File: src/rtl/msds_pkg.sv
// msds_pkg: shared types and constants for the mass storage descriptor scanner
// no dependencies; imported by every module of the block
`timescale 1ns / 1ps
`default_nettype none

package msds_pkg;

  localparam logic [7:0] KIND_CONFIGURATION = 8'h02;
  localparam logic [7:0] KIND_INTERFACE     = 8'h04;
  localparam logic [7:0] KIND_ENDPOINT      = 8'h05;

  localparam logic [7:0] MSC_CLASS    = 8'h08;
  localparam logic [7:0] MSC_SUBCLASS = 8'h06;
  localparam logic [7:0] MSC_PROTOCOL = 8'h50;

  localparam logic [1:0]  XFER_BULK     = 2'd2;
  localparam logic [10:0] SIZE_MASK     = 11'h7FF;
  localparam logic [10:0] DEFAULT_SIZE  = 11'd64;

  localparam logic [7:0] MIN_DESC_LEN   = 8'd2;
  localparam logic [7:0] MIN_CONFIG_LEN = 8'd9;
  localparam logic [7:0] MIN_INTF_LEN   = 8'd9;
  localparam logic [7:0] MIN_EP_LEN     = 8'd7;

  localparam int CAP_DEPTH = 6;

  // one accepted input byte
  typedef struct packed {
    logic [7:0] data_byte;
    logic       last;
  } byte_req_t;

  // one result
  typedef struct packed {
    logic        found;
    logic [7:0]  interface_number;
    logic [3:0]  in_endpoint;
    logic [10:0] in_packet_size;
    logic [3:0]  out_endpoint;
    logic [10:0] out_packet_size;
  } result_t;

endpackage

`default_nettype wire

File: src/rtl/msds_walker.sv
// msds_walker: descriptor walk state and per-byte evaluation
// depends on msds_pkg
`timescale 1ns / 1ps
`default_nettype none

module msds_walker (
  input  wire                  clk,
  input  wire                  rst,
  input  wire                  take,
  input  msds_pkg::byte_req_t  req,
  output logic                 emit,
  output msds_pkg::result_t    res
);
  import msds_pkg::*;

  logic [7:0]  offset, offset_next;
  logic [7:0]  dlen, dlen_next;
  logic [7:0]  dkind, dkind_next;
  logic [7:0]  cap [CAP_DEPTH];
  logic        first, first_next;
  logic        stopped, stopped_next;
  logic        in_match, in_match_next;
  logic        found_given, found_given_next;
  logic [7:0]  held_if, held_if_next;
  logic [3:0]  in_num, in_num_next;
  logic [10:0] in_size, in_size_next;
  logic [3:0]  out_num, out_num_next;
  logic [10:0] out_size, out_size_next;

  logic        cap_we;
  logic [2:0]  cap_idx;
  logic        bail;
  logic        done;
  logic        hit;
  logic [10:0] ep_size;
  logic [7:0]  b;

  assign b       = req.data_byte;
  assign cap_idx = offset[2:0] - 3'd2;

  always_comb begin
    ep_size = {cap[3][2:0], cap[2]} & SIZE_MASK;
    if (ep_size == '0) begin
      ep_size = DEFAULT_SIZE;
    end
  end

  always_comb begin
    offset_next      = offset;
    dlen_next        = dlen;
    dkind_next       = dkind;
    first_next       = first;
    stopped_next     = stopped;
    in_match_next    = in_match;
    found_given_next = found_given;
    held_if_next     = held_if;
    in_num_next      = in_num;
    in_size_next     = in_size;
    out_num_next     = out_num;
    out_size_next    = out_size;
    cap_we           = 1'b0;
    bail             = 1'b0;
    done             = 1'b0;
    hit              = 1'b0;
    res              = '0;

    if (!stopped) begin
      if (offset == 8'd0) begin
        dlen_next = b;
        if (b < MIN_DESC_LEN || (first && b < MIN_CONFIG_LEN)) begin
          stopped_next = 1'b1;
          bail         = 1'b1;
        end
      end else if (offset == 8'd1) begin
        dkind_next = b;
        if (first && b != KIND_CONFIGURATION) begin
          stopped_next = 1'b1;
          bail         = 1'b1;
        end
      end else if (offset < 8'd8) begin
        cap_we = 1'b1;
      end

      if (!bail) begin
        done = (offset != 8'd0) && ({1'b0, offset} + 9'd1 == {1'b0, dlen});
        if (done) begin
          offset_next = 8'd0;
          first_next  = 1'b0;
        end else begin
          offset_next = offset + 8'd1;
        end
      end
    end

    // descriptor evaluation on its final byte
    if (done) begin
      if (dkind_next == KIND_INTERFACE && dlen >= MIN_INTF_LEN) begin
        if (cap[3] == MSC_CLASS && cap[4] == MSC_SUBCLASS && cap[5] == MSC_PROTOCOL) begin
          in_match_next = 1'b1;
          held_if_next  = cap[0];
          in_num_next   = '0;
          in_size_next  = '0;
          out_num_next  = '0;
          out_size_next = '0;
        end else begin
          in_match_next = 1'b0;
        end
      end else if (dkind_next == KIND_ENDPOINT && dlen >= MIN_EP_LEN && in_match) begin
        if (cap[1][1:0] == XFER_BULK) begin
          if (cap[0][7] && in_num == '0) begin
            in_num_next  = cap[0][3:0];
            in_size_next = ep_size;
          end else if (!cap[0][7] && out_num == '0) begin
            out_num_next  = cap[0][3:0];
            out_size_next = ep_size;
          end
          if (in_num_next != '0 && out_num_next != '0) begin
            stopped_next     = 1'b1;
            found_given_next = 1'b1;
            hit              = 1'b1;
          end
        end
      end
    end

    // found result built before the end of set clears the held fields
    if (hit) begin
      res.found            = 1'b1;
      res.interface_number = held_if_next;
      res.in_endpoint      = in_num_next;
      res.in_packet_size   = in_size_next;
      res.out_endpoint     = out_num_next;
      res.out_packet_size  = out_size_next;
    end

    // end of set: back to reset values
    if (req.last) begin
      offset_next      = '0;
      dlen_next        = '0;
      dkind_next       = '0;
      first_next       = 1'b1;
      stopped_next     = 1'b0;
      in_match_next    = 1'b0;
      found_given_next = 1'b0;
      held_if_next     = '0;
      in_num_next      = '0;
      in_size_next     = '0;
      out_num_next     = '0;
      out_size_next    = '0;
    end
  end

  always_comb begin
    emit = take && (hit || (req.last && !found_given));
  end

  always_ff @(posedge clk) begin
    if (rst) begin
      offset      <= '0;
      dlen        <= '0;
      dkind       <= '0;
      first       <= 1'b1;
      stopped     <= 1'b0;
      in_match    <= 1'b0;
      found_given <= 1'b0;
      held_if     <= '0;
      in_num      <= '0;
      in_size     <= '0;
      out_num     <= '0;
      out_size    <= '0;
    end else if (take) begin
      offset      <= offset_next;
      dlen        <= dlen_next;
      dkind       <= dkind_next;
      first       <= first_next;
      stopped     <= stopped_next;
      in_match    <= in_match_next;
      found_given <= found_given_next;
      held_if     <= held_if_next;
      in_num      <= in_num_next;
      in_size     <= in_size_next;
      out_num     <= out_num_next;
      out_size    <= out_size_next;
    end
  end

  // captured bytes 2..7 of the current descriptor, no reset
  always_ff @(posedge clk) begin
    if (take && cap_we) begin
      cap[cap_idx] <= b;
    end
  end

  // a found result always stops the scan
  a_found_stops: assert property (@(posedge clk) disable iff (rst)
    found_given |-> stopped) else $error("found given without stopped scan");

  // last byte of a set brings the walk back to its start
  a_last_resets: assert property (@(posedge clk) disable iff (rst)
    take && req.last |=> offset == 8'd0 && first && !stopped && !found_given)
    else $error("state not cleared after last byte");

  // at most one found result per set
  a_single_found: assert property (@(posedge clk) disable iff (rst)
    take && found_given |-> !hit) else $error("second found result in one set");

endmodule

`default_nettype wire

File: src/rtl/msds_out_reg.sv
// msds_out_reg: result register on the master side of the stream
// depends on msds_pkg
`timescale 1ns / 1ps
`default_nettype none

module msds_out_reg (
  input  wire                clk,
  input  wire                rst,
  input  wire                load,
  input  msds_pkg::result_t  res,
  output logic               can_load,
  output logic               m_axis_tvalid,
  input  wire                m_axis_tready,
  // [7:0] interface_number, [11:8] in_endpoint, [22:12] in_packet_size,
  // [26:23] out_endpoint, [37:27] out_packet_size, [39:38] zero
  output logic [39:0]        m_axis_tdata,
  // [0] found
  output logic [0:0]         m_axis_tuser
);
  import msds_pkg::*;

  result_t held;

  assign can_load = !m_axis_tvalid || m_axis_tready;

  always_ff @(posedge clk) begin
    if (rst) begin
      m_axis_tvalid <= 1'b0;
    end else if (can_load) begin
      m_axis_tvalid <= load;
    end
  end

  always_ff @(posedge clk) begin
    if (can_load && load) begin
      held <= res;
    end
  end

  assign m_axis_tdata = {2'b00, held.out_packet_size, held.out_endpoint,
                         held.in_packet_size, held.in_endpoint, held.interface_number};
  assign m_axis_tuser = held.found;

  // a found result carries both endpoints
  a_found_eps: assert property (@(posedge clk) disable iff (rst)
    m_axis_tvalid && held.found |-> held.in_endpoint != '0 && held.out_endpoint != '0)
    else $error("found result with missing endpoint");

  // packet sizes of a found result are never zero
  a_found_sizes: assert property (@(posedge clk) disable iff (rst)
    m_axis_tvalid && held.found |-> held.in_packet_size != '0 && held.out_packet_size != '0)
    else $error("found result with zero packet size");

  // a not-found result is all zero
  a_miss_zero: assert property (@(posedge clk) disable iff (rst)
    m_axis_tvalid && !held.found |-> m_axis_tdata == '0)
    else $error("not-found result with non-zero fields");

endmodule

`default_nettype wire

File: src/rtl/mass_storage_descriptor_scanner_top.sv
// mass_storage_descriptor_scanner_top: scans a configuration descriptor set
// for a bulk-only mass storage interface; uses msds_pkg, msds_walker, msds_out_reg
`timescale 1ns / 1ps
`default_nettype none

// channel   dir  tdata                          tlast / tuser
// s_axis    in   [7:0] data_byte                tlast = last byte of set
// m_axis    out  interface and endpoint fields  tuser[0] = found
//
// one byte request taken every cycle while the result register can load; the byte
// that causes a result passes the input register, then the result register
// the walk state updates on each byte taken in msds_walker
// rst is synchronous active high and clears the walk to the start of a set
// a stall on m_axis holds the result; one further byte waits in the input register
`timescale 1ns / 1ps

module mass_storage_descriptor_scanner_top (
  input  wire         clk,
  input  wire         rst,
  input  wire         s_axis_tvalid,
  output logic        s_axis_tready,
  // [7:0] data_byte
  input  wire  [7:0]  s_axis_tdata,
  input  wire         s_axis_tlast,
  output logic        m_axis_tvalid,
  input  wire         m_axis_tready,
  // [7:0] interface_number, [11:8] in_endpoint, [22:12] in_packet_size,
  // [26:23] out_endpoint, [37:27] out_packet_size, [39:38] zero
  output logic [39:0] m_axis_tdata,
  // [0] found
  output logic [0:0]  m_axis_tuser
);
  import msds_pkg::*;

  // input register
  logic      s1_valid;
  byte_req_t s1_req;

  logic      can_load;
  logic      advance;
  logic      emit;
  result_t   res;

  // the held byte moves on whenever the result register can take its outcome
  assign advance       = s1_valid && can_load;
  assign s_axis_tready = !s1_valid || can_load;

  always_ff @(posedge clk) begin
    if (rst) begin
      s1_valid <= 1'b0;
    end else if (s_axis_tready) begin
      s1_valid <= s_axis_tvalid;
    end
  end

  always_ff @(posedge clk) begin
    if (s_axis_tready && s_axis_tvalid) begin
      s1_req.data_byte <= s_axis_tdata;
      s1_req.last      <= s_axis_tlast;
    end
  end

  // descriptor walk, one byte per cycle while the result register can load
  msds_walker u_walker (
    .clk  (clk),
    .rst  (rst),
    .take (advance),
    .req  (s1_req),
    .emit (emit),
    .res  (res)
  );

  // result register towards the master side
  msds_out_reg u_out (
    .clk           (clk),
    .rst           (rst),
    .load          (emit),
    .res           (res),
    .can_load      (can_load),
    .m_axis_tvalid (m_axis_tvalid),
    .m_axis_tready (m_axis_tready),
    .m_axis_tdata  (m_axis_tdata),
    .m_axis_tuser  (m_axis_tuser)
  );

endmodule

`default_nettype wire
File: config.mk
export PLATFORM = sky130hd
export DESIGN_NAME = mass_storage_descriptor_scanner_top
export DESIGN_NICKNAME = d
export VERILOG_FILES = /design/src/rtl/msds_pkg.sv /design/src/rtl/msds_walker.sv /design/src/rtl/msds_out_reg.sv /design/src/rtl/mass_storage_descriptor_scanner_top.sv
export SDC_FILE = /design/constraint.sdc
export NUM_CORES = 1
export LEC_CHECK = 0
export BUFFER_PORTS_ARGS = -buffer_cell sky130_fd_sc_hd__buf_2
export CAP_MARGIN = 30
export CORE_MARGIN = 2
export CORE_UTILIZATION = 48
export CTS_BUF_LIST = sky130_fd_sc_hd__clkbuf_2 sky130_fd_sc_hd__clkbuf_4 sky130_fd_sc_hd__clkbuf_8
export DETAILED_ROUTE_END_ITERATION = 8
export PLACE_DENSITY = 0.73
export SYNTH_ARGS = -nofsm -noshare
export SYNTH_HDL_FRONTEND = slang
export SYNTH_SLANG_ARGS = --single-unit
File: constraint.sdc
create_clock -name clk -period 5.3 [get_ports clk]
set_clock_uncertainty 0.2 [all_clocks]
set_input_delay 1.06 -clock clk [delete_from_list [all_inputs] [get_ports clk]]
set_output_delay 1.06 -clock clk [all_outputs]
set_load 0.01 [all_outputs]
==> summary.txt, run 1 <==
Setup path
  • Startpoint Class: register
  • CP Cell Sequence: nor4_1, a2111oi_0, a211oi_1, nand4_1, or3_1, buf_4, nor2_1, a22o_1
  • Crit-path max cell delay: 0.66 ns
  • Worst setup EP type: register
  • Data arrival, critical path: 4.49 ns
  • Crit-path max FO: 12
  • Buf+Inv Stages, Crit Path: 1
  • Worst path slowest cell: or3_1
  • Critical path class: register to register
  • Crit path max-delay family: simple AND/OR/NAND/NOR gates
  • CP required: 5.44 ns

Yosys
  • Largest cells by area after synthesis: edfxtp_1 (40%), dfxtp_1 (20%), a22o_1 (6.0%)
  • Area share of the largest cell type after synthesis: 40.3%
  • XOR/XNOR Fraction of Synth Area: 0.913%
  • Post-synthesis sequential area ratio: 60.5%
  • Synth top cells by count: edfxtp_1 (90), dfxtp_1 (68), nor2_1 (48)
  • Yosys top cell by area: edfxtp_1
  • Top_reg_cell synth: edfxtp_1
  • Yosys reg bits: 158
  • Mux cell area share after synthesis: 1.83%
  • Adder-cell area share of the yosys netlist: 0.559%
  • Most common cell in the netlist: edfxtp_1
  • Post-Syn Instances: 567
  • Synth Area in Compound Gates: 15.3%
  • Post-synthesis simple-gate area fraction: 17.4%
  • Post-synth ARST share: 0%
  • Syn_area_per_cell: 11.8 um2
  • Number of flops mapped to enable cells by yosys: 90
  • Synth Cell Area: 6710 um2
  • Yosys cell types: 62
  • Synth Warn #: 0
  • Largest family of logic cells by synthesized area: simple AND/OR/NAND/NOR gates

Outcome
  • Outcome: complete, no violations

Run
  • Max Cap Viol: 0

CTS
  • Worst-Skew Late Latency: 0.46 ns
  • Total CTS buffers: 17
  • H-tree depth: 4
  • Clock Tree Root: clkbuf_8
  • Hold buffer count at CTS: 0
  • CTS tree: yes
  • Clock Tree Buf Depth: 2
  • CTS resizes: 0
  • Reg clk slew, reported paths: 0.08 ns
  • Total setup buffers inserted after CTS: 0
  • # clock sinks: 158

Finish
  • Synth-to-layout area growth: 11.1%
  • Share of layout cells above drive strength 1: 18.2%
  • Layout filler cell count: 1178
  • Post-route insts no fill: 811
  • Antenna Cells: 0
  • Layout Nets: 635
  • Final core utilization: 54.1%

Floorplan
  • Core Footprint: 13800 um2
  • Die height: 122 um
  • Starting Density: 48.7%
  • Ports: 56
  • Site row count: 43
  • Die W: 122 um
  • Die area: 14900 um2

Drt
  • DR DRC count: 0
  • Starting DRC count in detailed routing: 533
  • DR vias/cell: 5.96
  • Post-route ant nets: 0
  • Final wirelength: 14500 um
  • Via count: 4836
  • DR pass1 iterations: 6
  • Drt wl/cell: 17.9 um

STA
  • Actual slew at the worst max-slew pin: 1.12 ns
  • Fin crit period: 4.36 ns
  • Max Slew Vio Count: 0
  • RSZ-0062 raised after global routing: no
  • Worst relative slew slack: 25.0%
  • Final Setup Violations: 0
  • Worst hold slack: 0.286 ns
  • F_max: 230 MHz
  • Hold Vio Cnt, Final: 0
  • Sum of negative setup slack: 0 ns
  • Final Cycle Share: 82.2%

Placed design
  • Gpl congestion: 0.902
  • I/O Buffers: 53
  • Number of instances in the placed design: 780
  • DP HPWL: 10100 um

Power and ir drop
  • Worst vdd ir: 0.132 mV
  • P_leak: 0.00272 uW
  • Design Power: 2200 uW
  • PwrDens: 295 nW/um2

Global routing
  • Largest net degree at the start of global routing: 40
  • Number of antenna violations at the first check in global routing: 0
  • GRT Total Usage: 20.6%
  • Global-route wire length before repair: 23700 um
  • Vias in the first global route: 4592
  • GRT overflow: 0

Hold path
  • Worst min path class: register to register
area by class of cell:
cell class	instances	area, um2	share of cell area [%]
well taps	180	225	3.02
inverters	10	37.5	0.503
repair buffers	64	348	4.66
clock inverters	11	92.6	1.24
clock buffers	20	263	3.52
flip-flops and latches	158	4060	54.5
multi-input cells	368	2430	32.6
final timing paths:
check	from	end	slack, ns	cells after the start
setup reg to reg	s1_req[8]$_DFFE_PP_	u_out.m_axis_tdata[33]$_SDFFCE_PN0P_	0.94	8
hold reg to reg	u_walker.out_size[4]$_SDFFE_PP0P_	u_walker.out_size[4]$_SDFFE_PP0P_	0.29	1
hold / removal	u_walker.out_size[4]$_SDFFE_PP0P_	u_walker.out_size[4]$_SDFFE_PP0P_	0.29	1
setup / recovery	s1_req[8]$_DFFE_PP_	u_out.m_axis_tdata[33]$_SDFFCE_PN0P_	0.94	8
sequential cells by signal, indices dropped and copies added (netlist names), 4 cells and up:
name	count
u_walker.held_if	8
u_walker.dkind	8
s1_req	9
u_walker.cap	42
u_walker.out_size	11
u_walker.dlen	8
u_walker.out_num	4
u_out.m_axis_tdata	38
u_walker.in_size	11
u_walker.in_num	4
u_walker.offset	8
per-stage QoR:
stage                     area (um2)  setup WS, ns
after floorplan                 6720         0.120
after global placement          7100          1.17
after detailed placement        7100          1.04
after CTS                       7460          1.02
after global routing            7460         0.598
final                           7460         0.943
placed cells by master (no fill, tap or decap), types with 11 or more instances in the layout:
master / Yosys / final
o21ai_0: 15 / 15
nor4_1: 12 / 12
nand2_1: 38 / 38
a31oi_1: 11 / 11
a22oi_1: 17 / 17
nor2_1: 48 / 47
a22o_1: 46 / 46
nand3_1: 21 / 21
a21oi_1: 14 / 14
dfxtp_1: 68 / 68
buf_4: 4 / 11
nor3_1: 14 / 14
clkbuf_8: 0 / 18
edfxtp_1: 90 / 90
buf_2: 6 / 53
kinds of logic after synthesis:
group           count (synthesis)
simple gates                  208
flops                         158
compound gates                137
buf+inv                        42
mux                            11
xor+xnor                        7
fa+ha+maj                       3
other cells                     1
layer usage:
layer / global-route usage, % / vias to the layer above / routed length, um
met3: 5.39 / 26 / 925
met4: 8.41 / 0 / 290
met1: 27.2 / 2356 / 6330
li1: - / 2274 / -
met2: 32.5 / 180 / 6970
met5: 0 / - / 0
report_power, final:
part	leakage (uW)	internal, uW	total (uW)	switching [uW]
clock	0.000179	387	816	429
sequential	0.00145	1300	1320	18.8
combinational	0.00109	21.3	68.3	47.0
No activity file was read; power rests on OpenSTA's default activity.
==> inputs of run 2 (changes only) <==
--- a/config.mk
+++ b/config.mk
@@ -11,7 +11,7 @@
 export CORE_UTILIZATION = 48
 export CTS_BUF_LIST = sky130_fd_sc_hd__clkbuf_2 sky130_fd_sc_hd__clkbuf_4 sky130_fd_sc_hd__clkbuf_8
 export DETAILED_ROUTE_END_ITERATION = 8
-export PLACE_DENSITY = 0.73
+export PLACE_DENSITY = 0.7
 export SYNTH_ARGS = -nofsm -noshare
 export SYNTH_HDL_FRONTEND = slang
 export SYNTH_SLANG_ARGS = --single-unit
==> constraint.sdc (replaced) <==
create_clock -name clk -period 4.05 [get_ports clk]
set_clock_uncertainty 0.2 [all_clocks]
set_input_delay 0.81 -clock clk [delete_from_list [all_inputs] [get_ports clk]]
set_output_delay 0.81 -clock clk [all_outputs]
set_load 0.01 [all_outputs]
==> summary.txt, run 2 (synthesized netlist as in run 1, its figures left out) <==
Finish
  • Most frequent cells in the layout: edfxtp_1 (90), dfxtp_1 (68), buf_2 (55)
  • Max FFs per register: 42 (unchanged)
  • Layout filler cell count: 1173 (-0.42%)
  • Layout Nets: 652 (+2.7%)
  • Most common cell after layout, fill and taps aside: edfxtp_1
  • Share of layout cells above drive strength 1: 21.1% (+2.9 points)
  • Synth-to-layout area growth: 14.1%
  • Largest Register: u_walker.cap
  • Antenna Cells: 0 (unchanged)
  • Post-route cell area: 7660 um2 (+2.7%)

Setup path
  • Worst path slowest cell: dfxtp_1
  • Crit path max-delay family: simple AND/OR/NAND/NOR gates
  • Worst setup EP type: register
  • Crit-path max cell delay: 0.54 ns (-0.12 ns)
  • CP required: 4.18 ns (-1.26 ns)
  • Crit-path max FO: 11 (-1)
  • Critical path class: register to register
  • Buf+Inv Stages, Crit Path: 2 (+1)
  • Startpoint Class: register
  • Data arrival, critical path: 3.97 ns (-0.52 ns)
  • CP Cell Sequence: inv_1, ha_1, or3b_2, or4_4, mux2i_4, nand3_2, or3_1, buf_4, nor3_4, a22o_2

CTS
  • Hold buffer count at CTS: 0 (unchanged)
  • Total setup buffers inserted after CTS: 0 (unchanged)
  • Reg clk slew, reported paths: 0.09 ns (about the same)
  • # clock sinks: 158 (unchanged)
  • Worst-Skew Late Latency: 0.46 ns (about the same)
  • H-tree depth: 4 (unchanged)
  • CTS resizes: 0 (unchanged)
  • Clock Tree Buf Depth: 2 (unchanged)
  • CTS tree: yes
  • Total CTS buffers: 17 (unchanged)
  • Clock Tree Root: clkbuf_8

Global routing
  • Number of antenna violations at the first check in global routing: 0 (unchanged)
  • GRT overflow: 0 (unchanged)
  • GRT Total Usage: 20.2% (-0.47 points)
  • Global-route wire length before repair: 23100 um (-2.6%)
  • Largest net degree at the start of global routing: 40 (unchanged)
  • Vias in the first global route: 4573 (-0.41%)

Drt
  • DR vias/cell: 5.93 (-0.63%)
  • Drt wl/cell: 17.2 um (-3.9%)
  • Starting DRC count in detailed routing: 507 (-4.9%)
  • Post-route ant nets: 0 (unchanged)
  • Via count: 4912 (+1.6%)
  • Final wirelength: 14300 um (-1.7%)
  • DR DRC count: 0 (unchanged)
  • DR pass1 iterations: 5 (-1)

STA
  • Sum of negative setup slack: 0 ns (unchanged)
  • F_max: 260 MHz (+13%)
  • Final WS setup: 0.205 ns (-0.738 ns)
  • Final Cycle Share: 94.9% (+13 points)
  • Worst hold slack: 0.286 ns (-0.000417 ns)
  • Fin crit period: 3.85 ns (-0.512 ns)
  • Actual slew at the worst max-slew pin: 0.956 ns (-0.163 ns)
  • Max Slew Vio Count: 0 (unchanged)
  • RSZ-0062 raised after global routing: no
  • Final Setup Violations: 0 (unchanged)
  • Worst relative slew slack: 35.8% (+11 points)
  • Hold Vio Cnt, Final: 0 (unchanged)

Placed design
  • Gpl congestion: 0.896 (-0.64%)
  • I/O Buffers: 53 (unchanged)
  • Pre-CTS WS: 0.257 ns (-0.785 ns)
  • DP HPWL: 10000 um (-0.42%)
  • Area after DPL: 7240 um2 (+1.9%)

Floorplan
  • Starting Density: 48.7% (unchanged)
  • Core Footprint: 13800 um2 (unchanged)
  • Site row count: 43 (unchanged)
  • Die area: 14900 um2 (unchanged)
  • Ports: 56 (unchanged)
  • Die height: 122 um (unchanged)
  • Die W: 122 um (unchanged)

Outcome
  • Outcome: complete, no violations

Power and ir drop
  • Design Power: 3020 uW (+37%)
  • PwrDens: 395 nW/um2 (+34%)
  • Worst vdd ir: 0.179 mV (+36%)
  • P_leak: 0.00283 uW (+4.1%)

Run
  • Max Cap Viol: 0 (unchanged)

Hold path
  • Worst min path class: register to register
-- run 2: cell count changes in the layout (fill, tap and decap cells not counted), sizes merged --
cell and change:
buf +17, inv +4, clkbuf -2, clkinv -2
bufinv +1
-- run 2: worst register-to-register path: stages, from the launching register on --
cell and delay [ns]:
dfxtp_1 0.54, inv_1 0.15, ha_1 0.24, or3b_2 0.44, or4_4 0.50, mux2i_4 0.30, nand3_2 0.12, or3_1 0.37
buf_4 0.19, nor3_4 0.43, a22o_2 0.24
-- run 2: final cells by class --
cell class | count | area, um2 | area share, %
Tap cell | 180 | 225 | 2.94
Sequential cell | 158 | 4060 | 53.1
Timing Repair Buffer | 81 | 483 | 6.31
Inverter | 10 | 37.5 | 0.490
Clock buffer | 18 | 241 | 3.15
Clock inverter | 14 | 175 | 2.29
Multi-Input combinational cell | 368 | 2430 | 31.8
-- run 2: stage by stage --
step                      instances  utilization, %
after global placement          795            52.5
after floorplan                 568               -
after detailed placement        797            52.5
after global routing            829            55.6
after CTS                       829            55.6
final                           829            55.6
-- run 2: power breakdown --
| part | internal (uW) | switching (uW) |
|---|---|---|
| clock | 577 | 622 |
| sequential | 1700 | 15.3 |
| combinational | 35.2 | 74.8 |
| total | 2310 | 712 |
-- run 2: layer usage --
| metal | GRT usage, % | part of all wire [%] |
|---|---|---|
| met1 | 26.4 | 44 |
| met2 | 32.2 | 47 |
| met3 | 5.81 | 6.8 |
| met4 | 7.18 | 2.2 |
| met5 | 0 | 0 |
-- run 2: final timing paths --
path / start / slack (ns) / cells past startpoint / end
min: u_walker.in_size[0]$_SDFFE_PP0P_ / 0.29 / 1 / u_walker.in_size[0]$_SDFFE_PP0P_
min reg2reg: u_walker.in_size[0]$_SDFFE_PP0P_ / 0.29 / 1 / u_walker.in_size[0]$_SDFFE_PP0P_
max reg2reg: u_walker.offset[0]$_SDFFE_PP0P_ / 0.20 / 10 / u_out.m_axis_tdata[20]$_SDFFCE_PN0P_
max: u_walker.offset[0]$_SDFFE_PP0P_ / 0.20 / 10 / u_out.m_axis_tdata[20]$_SDFFCE_PN0P_
